File: config.mk
export PLATFORM = sky130hd
export DESIGN_NAME = okl_isqrt
export DESIGN_NICKNAME = d
export VERILOG_FILES = /design/src/design/okl_pkg.sv /design/src/design/okl_isqrt.sv
export SDC_FILE = /design/constraint.sdc
export NUM_CORES = 1
export LEC_CHECK = 0
export CAP_MARGIN = 20
export CORE_MARGIN = 2
export CORE_UTILIZATION = 50
export DETAILED_ROUTE_END_ITERATION = 6
export DONT_BUFFER_PORTS = 1
export GPL_TIMING_DRIVEN = 0
export HOLD_SLACK_MARGIN = 0.02
export SLEW_MARGIN = 10
export SYNTH_ARGS = -nofsm -noshare
export SYNTH_HDL_FRONTEND = slang
export SYNTH_SLANG_ARGS = --single-unit
File: constraint.sdc
create_clock -name clk -period 3.6 [get_ports clk]
set_input_delay 0.72 -clock clk [delete_from_list [all_inputs] [get_ports clk]]
set_output_delay 0.72 -clock clk [all_outputs]
set_load 0.03 [all_outputs]
File: src/design/okl_pkg.sv
// Shared constants, types and elaboration-time table builders for the Oklab distance core.
`default_nettype none

package okl_pkg;

    localparam int FRAC_BITS_DEF   = 16;
    localparam int LINEAR_BITS_DEF = 18;

    // Q30 cube root: one trial-square stage and one trial-cube stage per result bit
    localparam int CBRT_BITS   = 30;
    localparam int CBRT_STAGES = 2 * CBRT_BITS;

    localparam int LIN_MAX_W = 25;
    localparam int LMS_C_W   = 31;
    localparam int LAB_C_W   = 34;
    localparam int DIST_W    = 17;

    localparam logic [DIST_W-1:0] DIST_MAX = 17'd131071;
    localparam logic [30:0]       ONE30    = 31'h4000_0000;

    typedef logic [LIN_MAX_W-1:0] lin_table_t [256];

    // Round a ten-digit decimal fraction to Q30, half up
    function automatic logic [63:0] q30(input logic [63:0] d);
        return (d * 64'd2097152 + 64'd9765625) / 64'd19531250;
    endfunction

    function automatic logic [63:0] m30(input logic [63:0] a, input logic [63:0] b);
        return (a * b + 64'h2000_0000) >> 30;
    endfunction

    function automatic logic [63:0] pow5_30(input logic [63:0] y);
        logic [63:0] y2;
        y2 = m30(y, y);
        return m30(m30(y2, y2), y);
    endfunction

    // sRGB decode table, x^2.4 through an exact fixed-point fifth root
    function automatic lin_table_t lin_table_build(input int lbits);
        lin_table_t  tbl;
        logic [63:0] n;
        logic [63:0] x;
        logic [63:0] x2;
        logic [63:0] lo;
        logic [63:0] hi;
        logic [63:0] mid;
        logic [63:0] p;
        for (int c = 0; c < 256; c++) begin
            if (c <= 10) begin
                tbl[c] = LIN_MAX_W'(((64'(c) * 64'd200 << lbits) + 64'd329460) / 64'd658920);
            end else begin
                n  = 64'd1000 * 64'(c) + 64'd14025;
                x  = ((n << 31) + 64'd269025) / 64'd538050;
                x2 = m30(x, x);
                lo = 64'd0;
                hi = 64'h4000_0000;
                for (int k = 0; k < 40; k++) begin
                    if (lo < hi) begin
                        mid = lo + (hi - lo + 64'd1) / 64'd2;
                        if (pow5_30(mid) <= x2) begin
                            lo = mid;
                        end else begin
                            hi = mid - 64'd1;
                        end
                    end
                end
                p      = m30(x2, lo);
                tbl[c] = LIN_MAX_W'((p + (64'd1 << (29 - lbits))) >> (30 - lbits));
            end
        end
        return tbl;
    endfunction

    localparam logic [LMS_C_W-1:0] LMS_COEF [9] = '{
        LMS_C_W'(q30(64'd4122214708)), LMS_C_W'(q30(64'd5363325363)),
        LMS_C_W'(q30(64'd514459929)),
        LMS_C_W'(q30(64'd2119034982)), LMS_C_W'(q30(64'd6806995451)),
        LMS_C_W'(q30(64'd1073969566)),
        LMS_C_W'(q30(64'd883024619)),  LMS_C_W'(q30(64'd2817188376)),
        LMS_C_W'(q30(64'd6299787005))
    };

    localparam logic signed [LAB_C_W-1:0] LAB_COEF [9] = '{
        $signed(LAB_C_W'(q30(64'd2104542553))),
        $signed(LAB_C_W'(q30(64'd7936177850))),
        -$signed(LAB_C_W'(q30(64'd40720468))),
        $signed(LAB_C_W'(q30(64'd19779984951))),
        -$signed(LAB_C_W'(q30(64'd24285922050))),
        $signed(LAB_C_W'(q30(64'd4505937099))),
        $signed(LAB_C_W'(q30(64'd259040371))),
        $signed(LAB_C_W'(q30(64'd7827717662))),
        -$signed(LAB_C_W'(q30(64'd8086757660)))
    };

endpackage

`default_nettype wire

File: src/design/okl_isqrt.sv
// Pipelined integer square root, one result bit per stage.
`default_nettype none

module okl_isqrt
    import okl_pkg::*;
#(
    parameter int SQ_W = 2 * (FRAC_BITS_DEF + 3) + 2
)
(
    input  wire logic                      clk,
    input  wire logic                      rst_n,
    input  wire logic                      en,
    input  wire logic                      in_vld,
    input  wire logic [SQ_W-1:0]           radicand,
    output logic                           out_vld,
    output logic      [(SQ_W+1)/2-1:0]     root
);

    localparam int RT_W = (SQ_W + 1) / 2;
    localparam int W2   = 2 * RT_W + 1;

    logic [W2-1:0]   rem_reg [RT_W];
    logic [RT_W-1:0] res_reg [RT_W];
    logic            vld_reg [RT_W];

    for (genvar k = 0; k < RT_W; k++) begin : g_bit
        localparam int BIT = RT_W - 1 - k;

        logic [W2-1:0]   rem_prev;
        logic [RT_W-1:0] res_prev;
        logic            vld_prev;
        logic [W2-1:0]   trial;
        logic [W2-1:0]   rem_next;
        logic [RT_W-1:0] res_next;

        if (k == 0) begin : g_first
            assign rem_prev = W2'(radicand);
            assign res_prev = '0;
            assign vld_prev = in_vld;
        end else begin : g_rest
            assign rem_prev = rem_reg[k-1];
            assign res_prev = res_reg[k-1];
            assign vld_prev = vld_reg[k-1];
        end

        always_comb
        begin
            trial = (W2'(res_prev) << (BIT + 1)) + (W2'(1) << (2 * BIT));
            if (rem_prev >= trial)
            begin
                rem_next = rem_prev - trial;
                res_next = res_prev | (RT_W'(1) << BIT);
            end
            else
            begin
                rem_next = rem_prev;
                res_next = res_prev;
            end
        end

        always_ff @(posedge clk or negedge rst_n)
        begin
            if (!rst_n)
            begin
                vld_reg[k] <= 1'b0;
            end
            else if (en)
            begin
                vld_reg[k] <= vld_prev;
            end
        end

        always_ff @(posedge clk)
        begin
            if (en)
            begin
                rem_reg[k] <= rem_next;
                res_reg[k] <= res_next;
            end
        end
    end

    assign out_vld = vld_reg[RT_W-1];
    assign root    = res_reg[RT_W-1];

endmodule

`default_nettype wire

==> metrics.yaml, run 1 <==
cp.arrival_ns: 3.29
wl_um: 95920
area.growth.synth_to_final_pct: 11.28
cts_root_buf: "clkbuf_16"
synth_nets: 3907
multi_input_area_um2: 16300
ff2ff_setup_slack_ns: 0.11
min_period_ns: 4.446
grt_max_degree: 992
die_x_um: 312.4
netlist_area_um2: 47560
place_ws_ns: -0.9152
yosysUniqueCellTypes: 94
routedWlPerCell_um: 18.74
maxCapViolations: 0
cts_tree: "yes"
dr_total_vias: 28090
setup_viol: 364
path_class: "in -> reg"
netlist_instances: 3637
clkSinkCount: 1009
viasPerCell: 5.487
finalHoldViolCount: 0
clock_latency_ns: 0.74
drtAntennaViolNets: 0
final_max_slew_viol_count: 950
grt_usage_pct: 19.69
place.port_buffers: 0
largest_reg_flops: 779
peakVddDrop_mv: 0.4515
grt.overflow.total: 0
max-slew-margin-rel_pct: -262.2
cts_made_buffers: 106
hp-start: "radicand[20]"
start_kind: "input port"
synth_top_area_share_pct: 62.45
synth_area_per_cell_um2: 13.08
path_clk_slew_ns: 0.06
synth_area_leader_cell: "edfxtp_1"
whs_endpoint: "rem_reg[0][20]"
end_kind: "register"
synth_edf_count: 989
core_area_um2: 94590
nFillCells: 7781
synthArstFlopShare_pct: 1.982
hold_path_class: "in -> reg"
layout_setup_ws_ns: -0.8463
drcViolationCount: 1
drive_gt1_share_pct: 7.940
yosysWarnings: 0
dr.pass1.iters: 7
dp_hpwl_um: 68940
n_antenna_cell: 0
r2r_end: "rem_reg[16][9]"
max_freq_ghz: 0.2249
critPathRequiredTime_ns: 2.44
dr.first_iter.drc_count: 1765
ios: 65
dieArea_um2: 97600
start_util_pct: 50.28
grt_first_pass_wirelength_um: 150100
cts_htree_levels: 3
leakagePower_nw: 19.70
p_per_area_nw_per_um2: 587.6
synth_area_leaders: "edfxtp_1, ha_1, xnor2_1, xor2_1, inv_1"
clock_skew_ns: 0.06763
hold-worst-slack_ns: 0.09442
synthFlopType: "edfxtp_1"
ys_seq_area_share_pct: 63.50
cp_max_fo: 991
synth-seq-cells: 1009
cts_buffer_depth: 3
seq_area_um2: 30200
antenna_found_initial: 0
rr_worst_depth: 9
rsz0062_at_grt: "false"
instances_no_fill: 5119
min_path_cells: 0
fin_nets: 4040
period_share_pct: 123.5
num_rows: 113
run_status: "complete, but fails checks"
globalplace.congestion: 0.9321
die_height_um: 312.4
grt_pass1_vias: 28620
r2r-start: "rem_reg[15][17]"
violations: "design-rule violations, max-slew violations, negative setup slack"
max_slew.worst_pin.slew_ns: 5.433
place_inst: 4902
==> logic make-up (layout without fill, tap and decap cells) <==
family	after synthesis	count (layout)	synth area share, %
simple gates	1033	1033	11.44
flops	1009	1009	63.50
compound gates	641	641	8.719
xor+xnor	335	335	6.185
buf+inv	328	545	2.657
fa+ha+maj	226	226	5.946
mux	64	64	1.547
other cells	1	1	0.007885
==> power by group <==
part	internal, mW	switching [mW]	total (mW)
clock network	5.81	4.58	10.4
logic	2.20	2.73	4.92
registers	14.8	1.01	15.8
==> worst max path at each step <==
stage	slack [ns]	depth (start not counted)	endpoint	startpoint
3_3_place_gp	-0.96	8	rem_reg[16][16]	rem_reg[15][27]
2_1_floorplan	0.76	9	rem_reg[17][36]	rem_reg[16][22]
5_1_grt	0.0006	9	rem_reg[18][34]	rem_reg[17][6]
3_5_place_dp	-0.92	8	rem_reg[16][9]	rem_reg[15][27]
6_report	-0.85	0	res_reg[3][18]	en
4_1_cts	0.002	10	rem_reg[17][37]	rem_reg[16][6]
==> placed cells by master, fill, tap and decap left out, types with 22 or more instances in the layout <==
cell type,n
or3_1,29
clkbuf_16,106
a21o_1,72
edfxtp_1,989
nand2_1,209
nand2b_1,51
ha_1,226
mux2_2,48
nand4_1,49
a31oi_1,22
clkinv_1,28
xor2_1,136
xnor2_1,198
nor4_1,111
a21oi_1,175
clkbuf_1,58
nor2b_1,30
inv_1,276
o21ai_1,26
nand3_1,66
o21a_1,41
nor2_1,223
nor3_1,90
o21ai_0,132
==> worst reg2reg max path: cells and delay by family (launching register included) <==
kind	cells	cell delay [ns]
simple gates	3	1.23
buf+inv	2	0.65
compound gates	3	0.53
fa+ha+maj	1	0.41
flops	1	0.40
==> layer usage <==
layer | GRT usage [%] | vias up | part of all wire (%)
met5 | 0 | - | 0
met4 | 8.883 | 0 | 4.6
met3 | 2.827 | 249 | 3.0
met2 | 38.30 | 475 | 54
met1 | 20.80 | 13470 | 38
li1 | - | 13890 | -
==> Yosys cell counts (all sizes together) (13+ instances only) <==
master,number
nor2b,30
nand4,50
a31oi,23
o211ai,13
o31ai,21
nand3b,20
nor4b,19
xor2,136
a21o,72
o21a,41
mux2,58
edfxtp,989
nand3,67
and2,15
nand2b,51
clkbuf,38
nor2,235
or4,20
o21ai,160
a211oi,20
a21oi,184
a211o,14
o21bai,15
nor4,123
ha,226
nand2,209
or2,17
xnor2,199
nor3,94
dfrtp,20
inv,279
or3,29
==> what timing repair did <==
item                       in CTS  in global routing
gates resized for setup        20                 23
hold buffers                   19                  0
buffers inserted                3                  1
setup endpoints to repair     137                 74
hold endpoints to repair       38                  0
pin swaps                       2                  2
==> per-stage QoR <==
stage / util (%) / setup TNS (ns) / cell area [um^2] / total power [mW]
after global placement: 51.95 / -37.88 / 49140 / 20.69
after detailed placement: 51.95 / -34.51 / 49140 / 20.74
final: 55.95 / -185.45 / 52930 / 31.10
after CTS: 55.82 / 0 / 52800 / 31.26
after global routing: 55.95 / 0 / 52930 / 32.49
after floorplan: - / 0 / 47560 / 19.35
==> area by class of cell <==
class	instances	share of cell area [%]
buffer	49	0.4208
clock buffer	131	5.189
clock inverter	61	1.121
inverter	279	1.983
multi-input combinational	2300	30.80
sequential	1009	57.06
tap	1265	2.991
timing repair buffer	25	0.4350
No activity file was read; power rests on OpenSTA's default activity.
==> run 2, diff against run 1 <==
--- a/config.mk
+++ b/config.mk
@@ -12,6 +12,7 @@
 export DONT_BUFFER_PORTS = 1
 export GPL_TIMING_DRIVEN = 0
 export HOLD_SLACK_MARGIN = 0.02
+export PLACE_DENSITY = 0.64
 export SLEW_MARGIN = 10
 export SYNTH_ARGS = -nofsm -noshare
 export SYNTH_HDL_FRONTEND = slang
==> run 2 against run 1 <==
Against the previous run:
- the flow now finishes without violations
- worst hold slack better by 0.012 ns
- flip-flop and latch count unchanged
- count of clock-buffer cells in the layout rose by 2
- final cell count fell by 0.25%
- clock power barely moved
- via count about the same
- wire length decreased by 1.1%
- combinational power increased by 4.1%
==> metrics.yaml, run 2 (same netlist as run 1, synthesis figures left out) <==
run_status: "finished, final reports clean"
start_util_pct: 50.28  # unchanged
period_share_pct: 98.52  # -25 points
peakVddDrop_mv: 0.5224  # +16%
max_slew.worst_pin.slew_ns: 1.395  # -4.038 ns
intPower_mw: 23.07  # +1.3%
min_path_cells: 0  # unchanged
dr.pass1.iters: 5  # -2
grt_util_met2_pct: 38.51  # +0.20 points
cp.arrival_ns: 3.94  # +0.65 ns
setup_viol: 0  # -100%
leakagePower_nw: 19.74  # +0.23%
start_kind: "register"
drtAntennaViolNets: 0  # unchanged
area.growth.synth_to_final_pct: 11.38  # about the same
r2r_end: "rem_reg[16][23]"
max_freq_ghz: 0.2820  # +25%
instances_no_fill: 5106  # -0.25%
cts_tree: "yes"
grt_max_degree: 992  # unchanged
clock_skew_ns: 0.03350  # -0.03413 ns
p_per_area_nw_per_um2: 595.0  # +1.3%
antenna_found_initial: 1  # +1
clkPwrFrac_pct: 34.0  # +0.6 points
min_period_ns: 3.547  # -0.8997 ns
n_antenna_cell: 0  # unchanged
hp-start: "radicand[6]"
combPwrFrac_pct: 16.2  # +0.4 points
end_kind: "register"
tns_ns: 0  # +185.45 ns
dieArea_um2: 97600  # unchanged
die_height_um: 312.4  # unchanged
drcViolationCount: 0  # -1
nFillCells: 7653  # -1.6%
rr_worst_depth: 7  # -2
dr.first_iter.drc_count: 1820  # +3.1%
num_rows: 113  # unchanged
hold_path_class: "in -> reg"
use_met1_pct: 19.99  # -0.81 points
globalplace.congestion: 0.9217  # -1.1%
cts_htree_levels: 3  # unchanged
wl_um: 94880  # -1.1%
swShare_pct: 26.81  # +0.060 points
cts_root_buf: "clkbuf_16"
top_usage_layer: "met2"
dp_hpwl_um: 68490  # -0.66%
final_cell_mix: "edfxtp_1, inv_1, ha_1, nor2_1, nand2_1"
path_class: "reg -> reg"
pwr-share-seq_pct: 49.8  # -0.9 points
clkSinkCount: 1009  # unchanged
met3_usage_pct: 2.754  # -0.073 points
grt_usage_pct: 19.52  # -0.18 points
ios: 65  # unchanged
cp_max_fo: 10  # -99%
grt.overflow.total: 0  # unchanged
whs_endpoint: "rem_reg[0][6]"
maxCapViolations: 0  # unchanged
cts_buffer_depth: 3  # unchanged
core_area_um2: 94590  # unchanged
rsz0062_at_grt: "false"
place.port_buffers: 0  # unchanged
dpl_cell_area_um2: 49140  # unchanged
final_max_slew_viol_count: 0  # -100%
routedWlPerCell_um: 18.58  # -0.83%
clock_latency_ns: 0.70  # -0.04 ns
mostFrequentLayoutCell: "edfxtp_1"
drive_gt1_share_pct: 8.331  # +0.39 points
r2r-start: "rem_reg[15][27]"
finalHoldViolCount: 0  # unchanged
die_x_um: 312.4  # unchanged
grt_pass1_vias: 28710  # +0.30%
final_area_um2: 52970  # about the same
critPathRequiredTime_ns: 4.00  # +1.56 ns
max-slew-margin-rel_pct: 6.985  # +270 points
largest_reg_flops: 779  # unchanged
dr_total_vias: 28070  # -0.068%
report.power.total_mw: 31.52  # +1.3%
cts_made_buffers: 107  # +0.94%
path_clk_slew_ns: 0.06  # about the same
switchingPower_mw: 8.448  # +1.6%
grt_first_pass_wirelength_um: 149600  # -0.34%
utilization_pct: 56.00  # about the same
viasPerCell: 5.497  # +0.19%
ff2ff_setup_slack_ns: 0.05  # -0.06 ns
place_inst: 4902  # unchanged
fin_nets: 4025  # -0.37%
==> run 2: timing repair <==
| item | in CTS | in global routing |
|---|---|---|
| cloned | 0 | 1 |
| pin swaps | 4 | 4 |
| hold endpoints to repair | 20 | 0 |
| buffers inserted | 3 | 0 |
| endpoints found under the setup margin | 135 | 291 |
| gates resized for setup | 21 | 20 |
| hold buffers | 1 | 0 |
==> run 2: per-stage QoR <==
step                hold WS [ns]  setup slack, ns
floorplan                 0.4166           0.7597
global placement          0.4264          -0.9467
detailed placement        0.4270          -0.9511
CTS                      0.05369         0.008732
global route             0.06600         0.005581
finish                    0.1065          0.05337
==> run 2: area by class of cell <==
type / instances / area (um^2) / area share (%)
multi-input cells: 2300 / 16280 / 30.74
repair buffers: 9 / 167.7 / 0.3165
inverters: 279 / 1052 / 1.986
well taps: 1265 / 1583 / 2.988
flip-flops and latches: 1009 / 30200 / 57.01
plain buffers: 49 / 224.0 / 0.4228
clock inverters: 62 / 636.9 / 1.202
clock buffers: 133 / 2826 / 5.336
==> run 2: worst max-delay path by stage <==
stage / startpoint / end / slack (ns)
after floorplan: rem_reg[16][22] / rem_reg[17][36] / 0.76
after CTS: res_reg[1][38] / rem_reg[6][33] / 0.009
after detailed placement: rem_reg[15][27] / rem_reg[16][18] / -0.95
after global routing: rem_reg[17][19] / rem_reg[18][29] / 0.006
after global placement: rem_reg[15][27] / rem_reg[16][16] / -0.95
final: rem_reg[15][27] / rem_reg[16][23] / 0.05
==> run 2: routing by layer <==
metal	up-vias	share of wire [%]
met4	0	4.8
li1	13870	-
met2	512	55
met3	253	3.0
met5	-	0
met1	13440	37
==> run 2: worst max-delay path, cell delays in order (launching register included) <==
cell,delay (ns)
edfxtp_1,0.50
nor4_4,0.56
nand3_1,0.51
nor4_4,0.45
a211o_1,0.24
a211o_1,0.20
clkbuf_1,0.62
o21ai_0,0.18
==> run 2: power by group through the flow <==
stage / Sequential (mW) / Combinational [mW] / Clock [mW]
after floorplan: 15.6 / 3.80 / 0
after global placement: 15.9 / 4.77 / 0
after detailed placement: 15.9 / 4.82 / 0
after CTS: 15.7 / 4.89 / 11.0
after global routing: 15.9 / 5.72 / 11.4
final: 15.7 / 5.12 / 10.7
